$ cat src/design/sma_pkg.sv
// Shared constants and types for the moving-average filter.
package sma_pkg;

    localparam int MAX_WINDOW_DEF   = 64;
    localparam int SAMPLE_WIDTH_DEF = 24;

    localparam int           WIN_W        = 7;
    localparam logic [6:0]   WINDOW_RESET = 7'd10;

    localparam logic CMD_SAMPLE = 1'b0;
    localparam logic CMD_TICK   = 1'b1;

    typedef struct packed {
        logic busy;
        logic done;
    } div_stat_t;

endpackage

$ cat src/design/sma_store.sv
// Sample ring memory: one write port, one registered read port.
module sma_store #(
    parameter int DEPTH = 64,
    parameter int WIDTH = 24
) (
    input  logic                                 aclk,
    input  logic                                 wr_en,
    input  logic [((DEPTH > 1) ? $clog2(DEPTH) : 1)-1:0] wr_addr,
    input  logic [WIDTH-1:0]                     wr_data,
    input  logic                                 rd_en,
    input  logic [((DEPTH > 1) ? $clog2(DEPTH) : 1)-1:0] rd_addr,
    output logic [WIDTH-1:0]                     rd_data
);

    logic [WIDTH-1:0] mem [DEPTH];
    logic [WIDTH-1:0] rd_data_reg;

    always_ff @(posedge aclk) begin
        if (wr_en) begin
            mem[wr_addr] <= wr_data;
        end
        if (rd_en) begin
            rd_data_reg <= mem[rd_addr];
        end
    end

    assign rd_data = rd_data_reg;

endmodule

$ cat src/design/sma_div.sv
// Bit-serial restoring divider: one quotient bit per cycle.
module sma_div import sma_pkg::*; #(
    parameter int DIVIDEND_W = 31,
    parameter int DIVISOR_W  = 7
) (
    input  logic                  aclk,
    input  logic                  aresetn,
    input  logic                  start,
    input  logic [DIVIDEND_W-1:0] dividend,
    input  logic [DIVISOR_W-1:0]  divisor,
    output logic [DIVIDEND_W-1:0] quotient,
    output div_stat_t             stat
);

    localparam int STEP_W = $clog2(DIVIDEND_W + 1);

    logic [DIVIDEND_W-1:0] shreg_reg, shreg_next;
    logic [DIVISOR_W-1:0]  rem_reg, rem_next;
    logic [DIVISOR_W-1:0]  div_reg;
    logic [STEP_W-1:0]     step_reg;
    logic                  busy_reg;
    logic                  done_reg;
    logic [DIVISOR_W:0]    trial;
    logic                  fits;

    // dividend bits leave at the top, quotient bits enter at the bottom
    always_comb begin
        trial      = {rem_reg, shreg_reg[DIVIDEND_W-1]};
        fits       = (trial >= {1'b0, div_reg});
        rem_next   = fits ? DIVISOR_W'(trial - {1'b0, div_reg}) : trial[DIVISOR_W-1:0];
        shreg_next = {shreg_reg[DIVIDEND_W-2:0], fits};
    end

    always_ff @(posedge aclk) begin
        if (!aresetn) begin
            busy_reg <= 1'b0;
            done_reg <= 1'b0;
            step_reg <= '0;
        end else begin
            done_reg <= 1'b0;
            if (start) begin
                busy_reg <= 1'b1;
                step_reg <= '0;
            end else if (busy_reg) begin
                step_reg <= step_reg + STEP_W'(1);
                if (step_reg == STEP_W'(DIVIDEND_W - 1)) begin
                    busy_reg <= 1'b0;
                    done_reg <= 1'b1;
                end
            end
        end
    end

    always_ff @(posedge aclk) begin
        if (start) begin
            shreg_reg <= dividend;
            rem_reg   <= '0;
            div_reg   <= divisor;
        end else if (busy_reg) begin
            shreg_reg <= shreg_next;
            rem_reg   <= rem_next;
        end
    end

    assign quotient  = shreg_reg;
    assign stat.busy = busy_reg;
    assign stat.done = done_reg;

endmodule

$ cat src/design/simple_moving_average_filter_top.sv
// Top level of the boxcar moving-average filter for signed speed samples.
//
//  channel  dir  handshake          payload
//  s_       in   s_tvalid/s_tready  s_tuser = cmd, s_tdata = speed_sample
//  m_       out  m_tvalid/m_tready  m_tdata = average_speed
//  cfg_     in   cfg_wr_en          cfg_wr_data = window_length
//
// A tick is answered from the idle state. A sample passes through ST_SUB (only once
// the store is full), ST_ADD, ST_START and ST_WAIT; the wait in ST_WAIT on the
// bit-serial divider of sum by count is the longest step.
// Reset is synchronous: window 10, store empty, no average yet; the ring memory
// itself is not cleared, only entries written since the last clear are read.
// A tick that finds the output register still full waits for m_tready.
module simple_moving_average_filter_top import sma_pkg::*; #(
    parameter int MAX_WINDOW   = MAX_WINDOW_DEF,
    parameter int SAMPLE_WIDTH = SAMPLE_WIDTH_DEF
) (
    input  logic                                   aclk,
    input  logic                                   aresetn,
    input  logic                                   s_tvalid,
    output logic                                   s_tready,
    input  logic [((SAMPLE_WIDTH + 7) / 8) * 8-1:0] s_tdata,  // [SW-1:0] speed_sample
    input  logic                                   s_tuser,  // [0] cmd
    output logic                                   m_tvalid,
    input  logic                                   m_tready,
    output logic [((SAMPLE_WIDTH + 7) / 8) * 8-1:0] m_tdata,  // [SW-1:0] average_speed
    input  logic                                   cfg_wr_en,
    input  logic [WIN_W-1:0]                       cfg_wr_data
);

    localparam int PTR_W  = (MAX_WINDOW > 1) ? $clog2(MAX_WINDOW) : 1;
    localparam int CNT_W  = $clog2(MAX_WINDOW + 1);
    localparam int SUM_W  = SAMPLE_WIDTH + CNT_W;
    localparam int DATA_W = ((SAMPLE_WIDTH + 7) / 8) * 8;
    localparam int EW     = (WIN_W > CNT_W) ? WIN_W : CNT_W;
    localparam int IW     = CNT_W + 1;

    localparam logic [2:0] ST_IDLE  = 3'd0;
    localparam logic [2:0] ST_SUB   = 3'd1;
    localparam logic [2:0] ST_ADD   = 3'd2;
    localparam logic [2:0] ST_START = 3'd3;
    localparam logic [2:0] ST_WAIT  = 3'd4;
    localparam logic [2:0] ST_EMIT  = 3'd5;

    logic [2:0]                     state_reg, state_next;
    logic [WIN_W-1:0]               win_reg, win_next;
    logic [PTR_W-1:0]               wp_reg, wp_next;
    logic [CNT_W-1:0]               held_reg, held_next;
    logic signed [SUM_W-1:0]        sum_reg, sum_next;
    logic [SAMPLE_WIDTH-1:0]        latest_reg, latest_next;
    logic                           have_reg, have_next;
    logic                           ovalid_reg, ovalid_next;
    logic [SAMPLE_WIDTH-1:0]        odata_reg, odata_next;
    logic signed [SAMPLE_WIDTH-1:0] sample_reg, sample_next;

    logic                    accept;
    logic                    slot_free;
    logic [EW-1:0]           win_x;
    logic [EW-1:0]           w_eff;
    logic                    full;
    logic [IW-1:0]           wp_x, held_x, oldest_x;
    logic                    rd_en;
    logic signed [SAMPLE_WIDTH-1:0] rd_data;
    logic                    store_wr;
    logic                    div_start;
    logic [SUM_W-1:0]        sum_mag;
    logic [SUM_W-1:0]        quotient;
    logic [SUM_W-1:0]        q_neg;
    div_stat_t               div_stat;

    assign accept    = s_tvalid && s_tready;
    assign s_tready  = (state_reg == ST_IDLE);
    assign slot_free = !ovalid_reg || m_tready;

    // window of zero acts as one, anything above the store depth saturates
    always_comb begin
        win_x = EW'(win_reg);
        if (win_x == '0) begin
            w_eff = EW'(1);
        end else if (win_x > EW'(MAX_WINDOW)) begin
            w_eff = EW'(MAX_WINDOW);
        end else begin
            w_eff = win_x;
        end
    end

    assign full = (EW'(held_reg) >= w_eff);

    // oldest entry sits held_count places behind the write pointer
    always_comb begin
        wp_x   = IW'(wp_reg);
        held_x = IW'(held_reg);
        if (wp_x >= held_x) begin
            oldest_x = wp_x - held_x;
        end else begin
            oldest_x = wp_x + IW'(MAX_WINDOW) - held_x;
        end
    end

    assign rd_en     = accept && (s_tuser == CMD_SAMPLE) && full;
    assign store_wr  = (state_reg == ST_ADD);
    assign div_start = (state_reg == ST_START);
    assign sum_mag   = sum_reg[SUM_W-1] ? SUM_W'(-sum_reg) : SUM_W'(sum_reg);
    assign q_neg     = ~quotient + SUM_W'(1);

    sma_store #(
        .DEPTH (MAX_WINDOW),
        .WIDTH (SAMPLE_WIDTH)
    ) u_store (
        .aclk    (aclk),
        .wr_en   (store_wr),
        .wr_addr (wp_reg),
        .wr_data (sample_reg),
        .rd_en   (rd_en),
        .rd_addr (oldest_x[PTR_W-1:0]),
        .rd_data (rd_data)
    );

    sma_div #(
        .DIVIDEND_W (SUM_W),
        .DIVISOR_W  (CNT_W)
    ) u_div (
        .aclk     (aclk),
        .aresetn  (aresetn),
        .start    (div_start),
        .dividend (sum_mag),
        .divisor  (held_reg),
        .quotient (quotient),
        .stat     (div_stat)
    );

    always_comb begin
        state_next  = state_reg;
        win_next    = win_reg;
        wp_next     = wp_reg;
        held_next   = held_reg;
        sum_next    = sum_reg;
        latest_next = latest_reg;
        have_next   = have_reg;
        sample_next = sample_reg;
        ovalid_next = ovalid_reg && !m_tready;
        odata_next  = odata_reg;

        unique case (state_reg)
            ST_IDLE: begin
                if (accept) begin
                    if (s_tuser == CMD_TICK) begin
                        if (have_reg) begin
                            if (slot_free) begin
                                ovalid_next = 1'b1;
                                odata_next  = latest_reg;
                            end else begin
                                state_next = ST_EMIT;
                            end
                        end
                    end else begin
                        sample_next = s_tdata[SAMPLE_WIDTH-1:0];
                        state_next  = full ? ST_SUB : ST_ADD;
                    end
                end
            end
            ST_SUB: begin
                sum_next   = sum_reg - SUM_W'(rd_data);
                held_next  = held_reg - CNT_W'(1);
                state_next = ST_ADD;
            end
            ST_ADD: begin
                sum_next   = sum_reg + SUM_W'(sample_reg);
                held_next  = held_reg + CNT_W'(1);
                wp_next    = (wp_reg == PTR_W'(MAX_WINDOW - 1)) ? '0 : wp_reg + PTR_W'(1);
                state_next = ST_START;
            end
            ST_START: begin
                state_next = ST_WAIT;
            end
            ST_WAIT: begin
                if (div_stat.done) begin
                    latest_next = sum_reg[SUM_W-1] ? q_neg[SAMPLE_WIDTH-1:0]
                                                   : quotient[SAMPLE_WIDTH-1:0];
                    have_next   = 1'b1;
                    state_next  = ST_IDLE;
                end
            end
            ST_EMIT: begin
                if (slot_free) begin
                    ovalid_next = 1'b1;
                    odata_next  = latest_reg;
                    state_next  = ST_IDLE;
                end
            end
            default: begin
                state_next = ST_IDLE;
            end
        endcase

        // a window write empties the store but keeps the last average
        if (cfg_wr_en) begin
            win_next  = cfg_wr_data;
            wp_next   = '0;
            held_next = '0;
            sum_next  = '0;
        end
    end

    always_ff @(posedge aclk) begin
        if (!aresetn) begin
            state_reg  <= ST_IDLE;
            win_reg    <= WINDOW_RESET;
            wp_reg     <= '0;
            held_reg   <= '0;
            sum_reg    <= '0;
            latest_reg <= '0;
            have_reg   <= 1'b0;
            ovalid_reg <= 1'b0;
        end else begin
            state_reg  <= state_next;
            win_reg    <= win_next;
            wp_reg     <= wp_next;
            held_reg   <= held_next;
            sum_reg    <= sum_next;
            latest_reg <= latest_next;
            have_reg   <= have_next;
            ovalid_reg <= ovalid_next;
        end
    end

    always_ff @(posedge aclk) begin
        sample_reg <= sample_next;
        odata_reg  <= odata_next;
    end

    assign m_tvalid = ovalid_reg;
    assign m_tdata  = DATA_W'(odata_reg);

    a_held_in_window: assert property (@(posedge aclk) disable iff (!aresetn)
        (state_reg == ST_IDLE) |-> (EW'(held_reg) <= w_eff))
        else $error("held count exceeds window");

    a_div_done_in_wait: assert property (@(posedge aclk) disable iff (!aresetn)
        div_stat.done |-> (state_reg == ST_WAIT))
        else $error("divider finished outside wait state");

    a_sample_sets_have: assert property (@(posedge aclk) disable iff (!aresetn)
        (state_reg == ST_WAIT) && div_stat.done |=> have_reg && (state_reg == ST_IDLE))
        else $error("average not taken after divide");

    a_div_idle_when_ready: assert property (@(posedge aclk) disable iff (!aresetn)
        s_tready |-> !div_stat.busy)
        else $error("input beat taken while divider busy");

    a_no_output_from_sample: assert property (@(posedge aclk) disable iff (!aresetn)
        (state_reg == ST_ADD) && !$past(ovalid_reg) |-> !ovalid_reg)
        else $error("sample produced an output beat");

endmodule

$ cat config.mk
export PLATFORM = sky130hd
export DESIGN_NAME = simple_moving_average_filter_top
export DESIGN_NICKNAME = d
export VERILOG_FILES = /design/src/design/sma_pkg.sv /design/src/design/sma_store.sv /design/src/design/sma_div.sv /design/src/design/simple_moving_average_filter_top.sv
export SDC_FILE = /design/constraint.sdc
export NUM_CORES = 2
export LEC_CHECK = 0
export BUFFER_PORTS_ARGS = -buffer_cell sky130_fd_sc_hd__buf_2
export CAP_MARGIN = 20
export CORE_UTILIZATION = 47
export CTS_CLUSTER_SIZE = 10
export DETAILED_ROUTE_END_ITERATION = 10
export PLACE_DENSITY = 0.59
export SYNTH_ARGS = -nofsm -noshare
export SYNTH_HDL_FRONTEND = slang
export SYNTH_SLANG_ARGS = --single-unit
$ cat constraint.sdc
create_clock -name aclk -period 5 [get_ports aclk]
set_input_delay 1 -clock aclk [delete_from_list [all_inputs] [get_ports aclk]]
set_output_delay 1 -clock aclk [all_outputs]
set_load 0.005 [all_outputs]
# Yosys cells after proc, flatten, opt, wreduce, memory -nomap -nowiden
# Memories as Yosys holds them, arrays and structs flattened. A register that Yosys moved wholly into a read port is not among the register bits.
# Index checks and enable logic that the tools add are counted.
# totals
input_bits	37
rom_bits	0
n_memories	1
ff_bits	180
ram_bits	1536
word_cells	105
latchBits	0
# memory_table
memory	depth	width	read_ports	rd_ports_with_merged_regs	wr	line	text
u_store.mem	64	24	1	1	1	sma_store.sv:15	logic [WIDTH-1:0] mem [DEPTH];
# op_classes
n_reduce_logical	19
n_shift	0
div_mod_pow	0
order_cmp	4
n_addsub	12
eq_ne	14
bitwise	4
muxes	35
n_mul	0
# ops
op	count
2-to-1 mux 24 bit	5
2-to-1 mux 31 bit	3
one-hot mux 31 bit (2 select lines)	1
one-hot mux 24 bit (2 select lines)	1
adder 31 x 24 -> 31 bit	1
negator 31 bit	1
subtractor 31 x 24 -> 31 bit	1
adder 24 x 1 -> 24 bit, second input constant	1
inverter 24 bit	1
2-to-1 mux 7 bit	3
2-to-1 mux 3 bit	6
one-hot mux 3 bit (6 select lines)	1
one-hot mux 7 bit (2 select lines)	1
adder 6 x 1 -> 6 bit, second input constant	2
2-to-1 mux 6 bit	2
subtractor 6 bit	2
2-to-1 mux 1 bit	10
greater-or-equal comparator 8 x 7 -> 1 bit	1
!= test 2 x 1 -> 1 bit, second input constant	4
adder 7 x 1 -> 7 bit, second input constant	1
greater-or-equal comparator 6 x 7 -> 1 bit	1
greater-or-equal comparator 7 bit	1
> comparator 7 bit, second input constant	1
logical NOT 7 bit	1
25 further kinds	36

# Longest topological paths before layout
# logic_depth
ltp_word	8
mapped_depth	20

# Modules after synthesis
# A second synthesis with hierarchy kept.
# unflattened
cells_unflattened	3807
area_unflattened_um2	70522.6
# by_module_without_submodules
module	n_inst	cells_per_inst	area_per_inst_um2
sma_store	1	2610	59535.8
simple_moving_average_filter_top	1	992	8369.3
sma_div	1	205	2617.5

# Worst setup path before layout
# Ideal clock, no wire load.
# synth_path
path_kind	reg-to-reg
startpoint	register u_store.rd_data_reg[3] (netlist: u_store.rd_data[3]) (read register of u_store.mem)
endpoint	register sum_reg[30]
t_required_ns	4.928
slack_ns	0.397
synth_period_minus_slack_ns	4.603
arrival_time_ns	4.532
stages_incl_launch_ff	18
path_buffers	2
path_cell_list	edfxtp_1 or4_1 or3_1 clkbuf_1 or3_1 clkbuf_1 xnor2_1 a21oi_1 ha_1 a21o_1 nor3_1 o21ai_0 a31o_2 a221oi_1 o31ai_1 a311oi_1 mux2i_1 mux2i_1
# synth_between
elab_chain_cells	2
# synth_lines
element	line	text
from (decl)	sma_store.sv:16	logic [WIDTH-1:0] rd_data_reg;
subtractor 31 x 24 -> 31 bit	simple_moving_average_filter_top.sv:163	sum_next = sum_reg - SUM_W'(rd_data);
one-hot mux 31 bit (2 select lines)	simple_moving_average_filter_top.sv:144	unique case (state_reg)
to (signal assigned)	simple_moving_average_filter_top.sv:220	sum_reg <= sum_next;
to (decl)	simple_moving_average_filter_top.sv:49	logic signed [SUM_W-1:0] sum_reg, sum_next;
# No other way between the ends.
# A chain may end at the register's enable or synchronous reset.

# Worst setup path after layout
# layout_path
startpoint	register u_store.rd_data_reg[2] (netlist: u_store.rd_data[2]) (read register of u_store.mem)
endpoint	register sum_reg[30]
# Same word-level chain as after synthesis.

==> run summary <==
CELLS AND AREA
--------------------------------------------------------------------------------------------------------
Final design area excluding fillers                                                            79100 µm²
Fill cells                                                                                         11100
Fin nets                                                                                            3816
Layout Cells excl Fill                                                                              5703
Signed area change from the synthesized netlist to the final layout                                13.6%
Max FFs per register                                                                                1536
Fraction of layout cells with a size suffix above 1                                                26.2%

WORST SETUP PATH
--------------------------------------------------------------------------------------------------------
Element type at the critical path start                                                         register
WS Path Type                                                                                register to register
Req. time, crit path                                                                             5710 ps
Data arrival, critical path                                                                      5400 ps
Register-to-register setup slack                                                                  300 ps
Crit. End Element                                                                               register
Largest driver fanout on the critical path                                                             6

TIMING
--------------------------------------------------------------------------------------------------------
Final Hold Violating Endpoints                                                                         0
Slew of the pin with the lowest slew margin                                                      1170 ps
Worst Hold Margin                                                                                 368 ps
Final worst path period share                                                                      93.9%
Total Negative Setup Slacks                                                                         0 ps
Final-report max-slew violation count                                                                  0
Peak Freq                                                                                      0.213 GHz
Setup repair after global routing missed its margin                                                false
Total setup violations reported at the end of the flow                                                 0
Worst Clk Skew                                                                                   40.8 ps
Crit path time final                                                                             4700 ps
Worst relative slew slack                                                                          21.5%

POWER
--------------------------------------------------------------------------------------------------------
Max rail drop VDD                                                                               0.311 mV
Pwr/cell area                                                                                 440 nW/µm²
Static leakage                                                                                 0.0254 µW
Power consumption                                                                               34800 µW

GRT
--------------------------------------------------------------------------------------------------------
Number of global-route vias before repair                                                          35700
First-pass GRT wire length                                                                        250 mm
Met2 track demand over resource                                                                    37.5%
Largest net degree at the start of global routing                                                     79
GR Util met3                                                                                       4.44%
Total congestion overflow                                                                              0
Number of antenna violations at the first check in global routing                                      8
Aggregate global-route resource usage                                                              23.3%
Fraction of met1 tracks used by global routing                                                     32.6%
Most heavily used metal layer in global routing                                                     met2

ROUTE
--------------------------------------------------------------------------------------------------------
Wire length reported by the detailed router                                                       173 mm
Number of routed nets with antenna violations                                                          0
# DRC                                                                                                  0
Average vias per placed instance                                                                    6.11
Number of search-and-repair iterations in the first detailed-routing pass                              5
Routed wire length per instance                                                                  30.4 µm
Number of DRC markers in iteration 0                                                                3365
Vias after detailed routing                                                                        34900

SYNTHESIS
--------------------------------------------------------------------------------------------------------
Most instantiated library cell after synthesis                                                  edfxtp_1
Synthesized area per cell                                                                       19.9 µm²
Share of async-settable or async-resettable flops after synthesis                                     0%
Instance count of the mapped netlist                                                                3492
Commonest cells post-synth                                                                  edfxtp_1, mux4_2, nand2_1
Number of flops mapped to enable cells by yosys                                                     1646
Most common flop cell mapped by yosys                                                           edfxtp_1
Synth Warn #                                                                                           0
Synth top area cells                                                                        edfxtp_1, mux4_2, dfxtp_1
Syn nets                                                                                            3593
Area of the mapped netlist                                                                     69600 µm²
Top cell type's share of synthesized area                                                          71.0%
Cell taking the most area after synthesis                                                       edfxtp_1
Proportion of synthesized chip area in sequential cells                                            73.7%
Distinct cell type count after synthesis                                                              61
Count of state elements after synthesis                                                             1740

FLOORPLANNING
--------------------------------------------------------------------------------------------------------
Top Ports                                                                                             63
Die span in x                                                                                     387 µm
Initial Utilization                                                                                47.6%
Core footprint                                                                                146000 µm²
FP Rows                                                                                              140
Die Y                                                                                             387 µm
Die footprint                                                                                 150000 µm²

PLACE
--------------------------------------------------------------------------------------------------------
GP Congestion                                                                                      0.872
Hpwl dp                                                                                           101 mm
Placed cell area                                                                               73500 µm²
Quantity of I/O buffers inserted on ports                                                             62
Instance count after placement with tap cells included                                              5427

CLOCKING
--------------------------------------------------------------------------------------------------------
Post-CTS clock slew at the launch and capture registers of the worst setup and hold paths          50 ps
H-tree level count                                                                                     4
Count of buffers added by post-CTS timing repair for setup                                             0
Number of cells upsized or downsized after cts                                                         0
TritonCTS Buffers                                                                                    194
Clk root buf                                                                                   clkbuf_16
CTS tree                                                                                            done
Worst skew pair latency                                                                           810 ps
Clk sinks                                                                                           1740
Largest buffer count on any clock path                                                                 3
Hold Buf Count CTS                                                                                     0

WORST HOLD PATH
--------------------------------------------------------------------------------------------------------
Hold/Removal Path Class                                                                     input pin to register

STATUS
--------------------------------------------------------------------------------------------------------
Status                                                                                      finished, final reports clean

RUN
--------------------------------------------------------------------------------------------------------
Total of max-cap violations                                                                            0

[cell usage in the layout, fill, tap and decap left out, types with 59 or more instances in the layout]
cell,netlist,final
a21oi_1,112,111
buf_2,7,62
buf_4,0,112
clkbuf_16,0,198
dfxtp_1,94,93
edfxtp_1,1646,1646
ha_1,60,59
mux4_2,480,480
nand2_1,173,173
nor2_1,137,76
o21ai_0,85,84
xor2_1,81,81
[critical path: stages, from the launching register on]
cell and delay, ps:
edfxtp_1 470, or4_1 580, or3_4 440, or3_4 430, nor3_1 190, xor2_1 160, a21oi_1 90, ha_1 350
o21ai_1 130, nand2b_1 100, a31o_2 260, a221oi_1 300, buf_4 200, o31ai_1 140, a311oi_1 320, mux2i_1 260
mux2i_1 190
[power by group]
group / internal, µW / leakage (µW) / total (µW) / switching (µW)
Clock: 7190 / 0.00262 / 12500 / 5360
Sequential: 16200 / 0.0155 / 16400 / 174
Combinational: 2540 / 0.00722 / 5910 / 3360
Total: 25900 / 0.0254 / 34800 / 8900
[layer usage]
layer | vias to the layer above | share of wire [%]
met5 | - | 0
met4 | 0 | 2.6
met3 | 252 | 7.4
met2 | 1313 | 49
met1 | 18500 | 41
li1 | 14700 | -
[area by class of cell]
type | instances | area (µm²) | share of cell area, %
well taps | 1917 | 2400 | 3.03
repair buffers | 208 | 1850 | 2.34
diodes | 1 | 2.50 | 0.00316
inverters | 36 | 135 | 0.171
flip-flops and latches | 1740 | 51300 | 64.9
clock inverters | 14 | 251 | 0.318
multi-input cells | 1535 | 18000 | 22.7
clock buffers | 252 | 5170 | 6.53
[metrics by stage]
step | utilization (%) | setup slack [ps]
global placement | 50.2 | 98.4
floorplan | - | 397
global route | 54.1 | 14.1
finish | 54.1 | 303
CTS | 53.9 | 136
detailed placement | 50.2 | 155
[cells by family after synthesis]
logic type	Yosys count	synth area share (%)
flip-flops	1740	73.7
multiplexers	518	16.1
AND/OR/NAND/NOR	499	3.38
AO/OA/AOI/OAI	347	3.14
buffers and inverters	217	1.18
XOR/XNOR	107	1.35
adder cells (fa/ha/maj)	64	1.19
[final timing paths]
kind,from,endpoint,cells after the start
max,u_store.rd_data[2]$_DFFE_PP_,sum_reg[30]$_SDFFE_PP0P_,16
min,s_tdata[15],sample_reg[15]$_DFFE_PP_,1
max reg2reg,u_store.rd_data[2]$_DFFE_PP_,sum_reg[30]$_SDFFE_PP0P_,16
min reg2reg,latest_reg[0]$_SDFFE_PN0P_,m_tdata[0]$_DFFE_PP_,0
No activity file was read; power rests on OpenSTA's default activity.
